==> config.mk <==
export PLATFORM = sky130hd
export DESIGN_NAME = sorted_delay_task_scheduler
export DESIGN_NICKNAME = d
export VERILOG_FILES = /design/src/rtl/sdts_pkg.sv /design/src/rtl/sdts_cell.sv /design/src/rtl/sorted_delay_task_scheduler.sv
export SDC_FILE = /design/constraint.sdc
export NUM_CORES = 2
export LEC_CHECK = 0
export ABC_CLOCK_PERIOD_IN_PS = 5000
export BUFFER_PORTS_ARGS = -buffer_cell sky130_fd_sc_hd__buf_2
export CORE_ASPECT_RATIO = 1.4
export CORE_MARGIN = 2
export CORE_UTILIZATION = 43
export CTS_CLUSTER_DIAMETER = 200
export DETAILED_ROUTE_END_ITERATION = 7
export GPL_TIMING_DRIVEN = 1
export PLACE_DENSITY_LB_ADDON = 0.08
export SLEW_MARGIN = 20
export SYNTH_ARGS = -nofsm -noshare
export SYNTH_HDL_FRONTEND = slang
export SYNTH_SLANG_ARGS = --single-unit
==> constraint.sdc <==
create_clock -name i_clk -period 5 [get_ports i_clk]
set_input_delay 0.25 -clock i_clk [delete_from_list [all_inputs] [get_ports i_clk]]
set_output_delay 0.25 -clock i_clk [all_outputs]
set_load 0.005 [all_outputs]
==> src/rtl/sdts_pkg.sv <==
// Package for the sorted-delay task scheduler.
// Holds the entry and cell command types and the action, status and op codes.
// Used by sdts_cell and sorted_delay_task_scheduler; depends on nothing.
`default_nettype none

package sdts_pkg;

    localparam int DELAY_W = 16;
    localparam int TAG_W   = 8;
    localparam int ID_W    = 8;
    localparam int STAT_W  = 2;
    localparam int CNT_W   = 5;

    // Action codes of an input request.
    localparam logic [1:0] ACT_ADD      = 2'd0;
    localparam logic [1:0] ACT_TICK     = 2'd1;
    localparam logic [1:0] ACT_DISPATCH = 2'd2;

    // Status codes of a result.
    localparam logic [STAT_W-1:0] ST_DONE    = 2'd0;
    localparam logic [STAT_W-1:0] ST_FULL    = 2'd1;
    localparam logic [STAT_W-1:0] ST_NOT_DUE = 2'd2;

    // Operations broadcast to every cell of the chain.
    localparam logic [1:0] OP_HOLD    = 2'd0;
    localparam logic [1:0] OP_INSERT  = 2'd1;
    localparam logic [1:0] OP_TICK    = 2'd2;
    localparam logic [1:0] OP_SHIFT_L = 2'd3;

    typedef struct packed {
        logic [DELAY_W-1:0] delay;
        logic [DELAY_W-1:0] period;
        logic [TAG_W-1:0]   tag;
        logic [ID_W-1:0]    id;
    } t_entry;

    typedef struct packed {
        logic [1:0] op;
        t_entry     ins;
    } t_cell_cmd;

endpackage

`default_nettype wire

==> src/rtl/sdts_cell.sv <==
// One slot of the sorted task chain: holds a single task entry.
// Inserts, decrements or shifts under a command shared by all slots.
// Depends on sdts_pkg.
`default_nettype none

module sdts_cell
    import sdts_pkg::*;
(
    input  wire logic      i_clk,
    input  wire t_cell_cmd i_cmd,
    input  wire logic      i_occ,
    input  wire logic      i_left_stay,
    input  wire t_entry    i_left,
    input  wire t_entry    i_right,
    output t_entry         o_entry,
    output logic           o_stay
);

    t_entry r_entry;
    t_entry n_entry;

    // A held entry whose delay does not exceed the new one stays in place.
    assign o_stay  = i_occ && (r_entry.delay <= i_cmd.ins.delay);
    assign o_entry = r_entry;

    always_comb begin
        n_entry = r_entry;
        unique case (i_cmd.op)
            OP_HOLD: begin
                n_entry = r_entry;
            end
            OP_INSERT: begin
                if (o_stay) begin
                    n_entry = r_entry;
                end else if (i_left_stay) begin
                    n_entry = i_cmd.ins;
                end else begin
                    n_entry = i_left;
                end
            end
            OP_TICK: begin
                if (r_entry.delay != '0) begin
                    n_entry.delay = r_entry.delay - DELAY_W'(1);
                end
            end
            OP_SHIFT_L: begin
                n_entry = i_right;
            end
            default: begin
                n_entry = r_entry;
            end
        endcase
    end

    always_ff @(posedge i_clk) begin
        r_entry <= n_entry;
    end

endmodule

`default_nettype wire

==> src/rtl/sorted_delay_task_scheduler.sv <==
// Sorted-delay task scheduler: top level with the request handshake and control.
// Builds a chain of sdts_cell slots; depends on sdts_pkg and sdts_cell.
//
// Usage:
//   Requests enter on the s_axis channel: tuser carries the action (add, tick,
//   dispatch), tdata carries the tag, start delay and repeat period of an add.
//   Every request gives exactly one result on the m_axis channel: tuser holds
//   the status and the run flag, tdata the run tag, assigned id and task count.
//   Tasks sit in a chain of MAX_TASKS slots kept sorted by remaining delay,
//   head first. Add, tick and dispatch each update all slots at once. A result
//   is built at acceptance and moved into the output register once that is
//   free; a dispatch that re-inserts a periodic task first makes a second pass
//   of the slot chain (remove the head, then insert). One request is in work
//   at a time, so a new one is taken only after the previous result has moved
//   into the output register, which holds a finished result while the next
//   request is accepted and executed; when the receiver stalls with a result
//   still waiting, the following result waits and no further request is
//   taken. Reset (i_rst_n low, synchronous) empties the list, restarts ids at
//   zero and drops any waiting result; slot contents need no clearing.
`default_nettype none

module sorted_delay_task_scheduler
    import sdts_pkg::*;
#(
    parameter int MAX_TASKS = 16
) (
    input  wire logic        i_clk,
    input  wire logic        i_rst_n,
    input  wire logic        s_axis_tvalid,
    output logic             s_axis_tready,
    input  wire logic [39:0] s_axis_tdata,  // task_tag[7:0], start_delay[23:8], repeat_period[39:24]
    input  wire logic [1:0]  s_axis_tuser,  // action[1:0]
    output logic             m_axis_tvalid,
    input  wire logic        m_axis_tready,
    output logic [23:0]      m_axis_tdata,  // run_tag[7:0], assigned_id[15:8], task_count[20:16]
    output logic [2:0]       m_axis_tuser   // status[1:0], run_valid[2]
);

    localparam int CW = $clog2(MAX_TASKS + 1);

    localparam logic [1:0] S_IDLE  = 2'd0;
    localparam logic [1:0] S_REINS = 2'd1;
    localparam logic [1:0] S_DONE  = 2'd2;

    logic [1:0]         r_state;
    logic [CW-1:0]      r_count;
    logic [ID_W-1:0]    r_next_id;
    logic               r_m_valid;

    // Result being built for the request in work.
    logic [STAT_W-1:0]  r_pend_status;
    logic               r_pend_run;
    logic [TAG_W-1:0]   r_pend_tag;
    logic [ID_W-1:0]    r_pend_id;
    logic [CW-1:0]      r_pend_cnt;

    // Head task saved for re-insertion.
    logic [TAG_W-1:0]   r_re_tag;
    logic [DELAY_W-1:0] r_re_per;

    logic [STAT_W-1:0]  r_m_status;
    logic               r_m_run;
    logic [TAG_W-1:0]   r_m_tag;
    logic [ID_W-1:0]    r_m_id;
    logic [CNT_W-1:0]   r_m_cnt;

    logic [1:0]         w_action;
    logic [TAG_W-1:0]   w_tag;
    logic [DELAY_W-1:0] w_delay;
    logic [DELAY_W-1:0] w_period;
    logic               w_accept;
    logic               w_full;
    logic               w_due;
    logic               w_out_free;
    logic [CW+CNT_W-1:0] w_cnt_ext;

    t_cell_cmd          w_cmd;
    t_entry             w_entry [MAX_TASKS];
    logic               w_stay  [MAX_TASKS];
    logic               w_occ   [MAX_TASKS];

    assign w_action = s_axis_tuser;
    assign w_tag    = s_axis_tdata[7:0];
    assign w_delay  = s_axis_tdata[23:8];
    assign w_period = s_axis_tdata[39:24];

    assign s_axis_tready = (r_state == S_IDLE);
    assign w_accept      = s_axis_tvalid && s_axis_tready;
    assign w_full        = (r_count == CW'(MAX_TASKS));
    assign w_due         = (r_count != '0) && (w_entry[0].delay == '0);
    assign w_out_free    = !r_m_valid || m_axis_tready;

    always_comb begin
        w_cmd.op         = OP_HOLD;
        w_cmd.ins.delay  = w_delay;
        w_cmd.ins.period = w_period;
        w_cmd.ins.tag    = w_tag;
        w_cmd.ins.id     = r_next_id;
        if (r_state == S_REINS) begin
            w_cmd.op         = OP_INSERT;
            w_cmd.ins.delay  = r_re_per;
            w_cmd.ins.period = r_re_per;
            w_cmd.ins.tag    = r_re_tag;
        end else if (w_accept) begin
            unique case (w_action)
                ACT_ADD:      w_cmd.op = w_full ? OP_HOLD : OP_INSERT;
                ACT_TICK:     w_cmd.op = OP_TICK;
                ACT_DISPATCH: w_cmd.op = w_due ? OP_SHIFT_L : OP_HOLD;
                default:      w_cmd.op = OP_HOLD;
            endcase
        end
    end

    genvar gi;
    generate
        for (gi = 0; gi < MAX_TASKS; gi++) begin : g_cell
            t_entry w_left;
            t_entry w_right;
            logic   w_left_stay;

            assign w_occ[gi] = (r_count > CW'(gi));

            if (gi == 0) begin : g_first
                // The head takes the new task unless it stays.
                assign w_left      = w_cmd.ins;
                assign w_left_stay = 1'b1;
            end else begin : g_mid
                assign w_left      = w_entry[gi-1];
                assign w_left_stay = w_stay[gi-1];
            end

            if (gi == MAX_TASKS - 1) begin : g_last
                assign w_right = w_entry[gi];
            end else begin : g_inner
                assign w_right = w_entry[gi+1];
            end

            sdts_cell u_cell (
                .i_clk       (i_clk),
                .i_cmd       (w_cmd),
                .i_occ       (w_occ[gi]),
                .i_left_stay (w_left_stay),
                .i_left      (w_left),
                .i_right     (w_right),
                .o_entry     (w_entry[gi]),
                .o_stay      (w_stay[gi])
            );
        end
    endgenerate

    // Control state.
    always_ff @(posedge i_clk) begin
        if (!i_rst_n) begin
            r_state   <= S_IDLE;
            r_count   <= '0;
            r_next_id <= '0;
            r_m_valid <= 1'b0;
        end else begin
            unique case (r_state)
                S_IDLE: begin
                    if (w_accept) begin
                        r_state <= S_DONE;
                        unique case (w_action)
                            ACT_ADD: begin
                                if (!w_full) begin
                                    r_count   <= r_count + CW'(1);
                                    r_next_id <= r_next_id + ID_W'(1);
                                end
                            end
                            ACT_DISPATCH: begin
                                if (w_due) begin
                                    r_count <= r_count - CW'(1);
                                    if (w_entry[0].period != '0) begin
                                        r_state <= S_REINS;
                                    end
                                end
                            end
                            default: begin
                                r_count <= r_count;
                            end
                        endcase
                    end
                end
                S_REINS: begin
                    r_count   <= r_count + CW'(1);
                    r_next_id <= r_next_id + ID_W'(1);
                    r_state   <= S_DONE;
                end
                S_DONE: begin
                    if (w_out_free) begin
                        r_state <= S_IDLE;
                    end
                end
                default: begin
                    r_state <= S_IDLE;
                end
            endcase

            if (r_state == S_DONE && w_out_free) begin
                r_m_valid <= 1'b1;
            end else if (m_axis_tready) begin
                r_m_valid <= 1'b0;
            end
        end
    end

    // Result payload.
    always_ff @(posedge i_clk) begin
        if (r_state == S_IDLE && w_accept) begin
            r_pend_status <= ST_DONE;
            r_pend_run    <= 1'b0;
            r_pend_tag    <= '0;
            r_pend_id     <= '0;
            r_pend_cnt    <= r_count;
            r_re_tag      <= w_entry[0].tag;
            r_re_per      <= w_entry[0].period;
            unique case (w_action)
                ACT_ADD: begin
                    if (w_full) begin
                        r_pend_status <= ST_FULL;
                    end else begin
                        r_pend_id  <= r_next_id;
                        r_pend_cnt <= r_count + CW'(1);
                    end
                end
                ACT_DISPATCH: begin
                    if (!w_due) begin
                        r_pend_status <= ST_NOT_DUE;
                    end else begin
                        r_pend_run <= 1'b1;
                        r_pend_tag <= w_entry[0].tag;
                        r_pend_cnt <= r_count - CW'(1);
                    end
                end
                default: begin
                    r_pend_status <= ST_DONE;
                end
            endcase
        end else if (r_state == S_REINS) begin
            r_pend_id  <= r_next_id;
            r_pend_cnt <= r_count + CW'(1);
        end

        if (r_state == S_DONE && w_out_free) begin
            r_m_status <= r_pend_status;
            r_m_run    <= r_pend_run;
            r_m_tag    <= r_pend_tag;
            r_m_id     <= r_pend_id;
            r_m_cnt    <= w_cnt_ext[CNT_W-1:0];
        end
    end

    assign w_cnt_ext = {{CNT_W{1'b0}}, r_pend_cnt};

    assign m_axis_tvalid = r_m_valid;
    assign m_axis_tdata  = {3'b000, r_m_cnt, r_m_id, r_m_tag};
    assign m_axis_tuser  = {r_m_run, r_m_status};

endmodule

`default_nettype wire
==> results.cfg <==
[outcome]
outcome = complete, but fails checks
failing_checks = design-rule violations

[synthesis]
synth_cells = 4736
number_of_synthesized_flops_with_an_enable_pin = 712
synthesis.area_um2 = 47700
avgSynthCellArea_um2 = 10.1
synth.cells.most_frequent = sky130_fd_sc_hd__edfxtp_1 (712), sky130_fd_sc_hd__nand2_1 (632), sky130_fd_sc_hd__o21ai_0 (514)
ys_seq_elements = 728
synth_top_area_share_pct = 44.8
post_synth_num_cell_types = 99
most_common_cell_in_the_netlist = sky130_fd_sc_hd__edfxtp_1
ys.flop_type = sky130_fd_sc_hd__edfxtp_1
ys_async_sr_fraction_pct = 0
post_synthesis_sequential_area_ratio_pct = 45.5
yosysWarnings = 0
synth_largest_area_cell = sky130_fd_sc_hd__edfxtp_1
synth_top_cells_by_area = sky130_fd_sc_hd__edfxtp_1 (45%), sky130_fd_sc_hd__mux2i_1 (7.9%), sky130_fd_sc_hd__ha_1 (6.3%)

[hold_path]
worstHoldPathType = in -> reg
hp-start = s_axis_tdata[12]

[die]
die_h_um = 398
start_util_pct = 43.4
core.rowCount = 144
floorplan.die.width_um = 286
die-area_um2 = 114000
io_pins = 75
core-area_um2 = 110000

[clocking]
cts_tree = yes
htreeDepth = 3
clock-sinks = 728
cts_buffers = 83
cts.path.max_buffers = 3
clk_latency_ns = 0.71
root_buf_cell = sky130_fd_sc_hd__clkbuf_16
clkSlewWorstSetupHoldPaths_ns = 0.06

[global_route]
maximum_number_of_pins_on_one_net_before_global_route_repair = 254
vias_in_the_first_global_route = 39900
wire_length_of_the_first_global_routing_pass_um = 259000
grt_antenna_before_repair = 1
groute.usage.overall_pct = 30.3
grt-ovfl-total = 0

[place]
dp_hpwl_um = 125000
place.port_buffers = 71
dp_slack_ns = 0.283
routability_driven_placement_congestion_ratio = 0.952

[worst_setup_path]
biggest_fanout_along_the_worst_timing_path = 22
startpoint_type = flop
worst_ep_arrival_ns = 5.23
endpoint_kind = flop
critical_path_class = reg -> reg
crit_path_start = g_cell[0].u_cell.o_entry[42]$_DFFE_PP_
timing.rr.start = g_cell[0].u_cell.o_entry[42]$_DFFE_PP_
worst_ep_required_time_ns = 5.46

[timing]
layout_setup_ws_ns = 0.222
finClkSkew_ns = 0.0512
timing.final.hold_violations = 0
rsz_0062_raised_after_global_routing = false
max_clock_freq_mhz = 209
finalSetupViolations = 0
final_cycle_share_pct = 95.6
final.min_clock_period_ns = 4.78
worst_slew_slack_as_a_fraction_of_its_limit_pct = 30.6
maxSlewViolCount = 0
timing_worst_slew_pin_value_ns = 1.04
finalSetupTns_ns = 0

[detailed_routing]
drt_first_iter_violations = 3628
route.vias.total = 39000
drtAntennaViolNets = 0
detail_route.first_pass.iterations = 8
vias_per_cell = 6.24
totalWireLength_um = 175000
detail_route.drc_violations = 11
post_drt_wl_per_cell_um = 27.9

[job]
max-cap-violations = 0

[power]
irDropWorstVdd_uv = 266
static-leakage-power_uw = 0.0187
p_per_area_nw_per_um2 = 300

[final_layout]
finish.net_count = 5009
area.growth.synth_to_final_pct = 11.0
insertedDiodeCount = 0
share_of_post_route_cells_with_drive_strength_above_1_pct = 10.9
final_core_utilization_pct = 48.1
==> repair_timing <==
item	4_1_cts	5_1_grt
resized for setup	0	2
hold endpoints to repair	18	0
setup endpoints to repair	0	21
hold buffers	6	0
setup buffers	0	2
==> power by group <==
part           internal, µW  switching [µW]  total [µW]
clock network          3620            2770        6390
registers              7070             387        7450
logic                   767            1290        2060
total                 11500            4440       15900
==> worst paths after layout <==
path                                                           endpoint  slack, ns  cells past startpoint
worst max-delay path             g_cell[9].u_cell.o_entry[38]$_DFFE_PP_       0.22                     14
worst min-delay path            g_cell[15].u_cell.o_entry[36]$_DFFE_PP_       0.40                      5
worst max register to register   g_cell[9].u_cell.o_entry[38]$_DFFE_PP_       0.22                     14
worst min register to register                  r_m_status[1]$_DFFE_PP_       0.40                      0
==> area by class of cell <==
| cell class | instances | area (µm²) |
|---|---|---|
| multi-input cells | 3556 | 24100 |
| flip-flops and latches | 728 | 21700 |
| well taps | 1460 | 1830 |
| fillers | 10400 | 57100 |
| clock inverters | 52 | 584 |
| clock buffers | 101 | 2190 |
| inverters | 83 | 320 |
| repair buffers | 270 | 2210 |
==> layer usage <==
metal	vias to the layer above	part of all wire [%]	GRT usage, %	wire [µm]
met5	-	0.0052	0	9
met4	2	7.0	19.4	12200
met3	505	5.4	4.13	9440
met2	1360	51	53.6	88600
met1	19400	37	34.3	64400
li1	17800	-	-	-
==> placed cells by master (no fill, tap or decap), drive strengths merged, types with 11 or more instances in the layout <==
| cell type | count |
|---|---|
| clkbuf | 101 |
| o211ai | 57 |
| ha | 241 |
| nor4 | 53 |
| o31ai | 14 |
| nor2b | 53 |
| inv | 82 |
| a21oi | 129 |
| edfxtp | 712 |
| xor2 | 120 |
| o22ai | 21 |
| o21ai | 626 |
| a222oi | 45 |
| nand2 | 632 |
| and3 | 30 |
| dfxtp | 16 |
| buf | 264 |
| xnor2 | 127 |
| a221oi | 14 |
| a22oi | 148 |
| and2 | 24 |
| nand4 | 29 |
| a21o | 60 |
| clkinv | 42 |
| or3 | 25 |
| nand2b | 16 |
| mux2i | 379 |
| nand3 | 109 |
| o311ai | 35 |
| mux2 | 52 |
| nor2 | 230 |
| or4 | 22 |
| nor3 | 85 |
| a221o | 11 |
| a211oi | 19 |
==> flip-flops by register name, indices dropped and copies added (netlist names), 8 cells and up <==
signal                 flops
g_cell.u_cell.o_entry    640
r_re_tag                   8
r_pend_tag                 8
r_m_id                     8
r_pend_id                  8
r_m_tag                    8
r_next_id                  8
r_re_per                  16
==> cells by family after synthesis <==
kind of cell | Yosys count | share of synthesized area, %
XOR/XNOR | 247 | 4.53
multiplexers | 431 | 9.18
AND/OR/NAND/NOR | 1361 | 13.1
AO/OA/AOI/OAI | 1267 | 16.7
buffers and inverters | 454 | 4.56
adder cells (fa/ha/maj) | 247 | 6.44
other | 1 | 0.00785
flip-flops | 728 | 45.5
==> worst max-delay path: stages (launching register included) <==
cell,delay (ns)
sky130_fd_sc_hd__edfxtp_1,0.50
sky130_fd_sc_hd__or4_1,0.58
sky130_fd_sc_hd__nor4_1,0.19
sky130_fd_sc_hd__buf_4,0.16
sky130_fd_sc_hd__and4_1,0.32
sky130_fd_sc_hd__and2_1,0.34
sky130_fd_sc_hd__nor3_1,0.09
sky130_fd_sc_hd__nor2_1,0.13
sky130_fd_sc_hd__buf_4,0.16
sky130_fd_sc_hd__inv_1,0.08
sky130_fd_sc_hd__ha_4,0.20
sky130_fd_sc_hd__nor2_4,0.48
sky130_fd_sc_hd__buf_4,0.37
sky130_fd_sc_hd__nand2_1,0.41
sky130_fd_sc_hd__o311ai_0,0.47
==> stage by stage <==
| step | instances | instance area, µm² | total power, µW | hold WS (ns) |
|---|---|---|---|---|
| floorplan | 4738 | 47800 | 8730 | 0.372 |
| global placement | 6089 | 50100 | 9570 | 0.402 |
| detailed placement | 6089 | 50100 | 9600 | 0.405 |
| CTS | 6248 | 53000 | 16000 | 0.357 |
| global route | 6250 | 53000 | 16400 | 0.410 |
| finish | 6250 | 53000 | 15900 | 0.402 |
No activity file was read; power rests on OpenSTA's default activity.
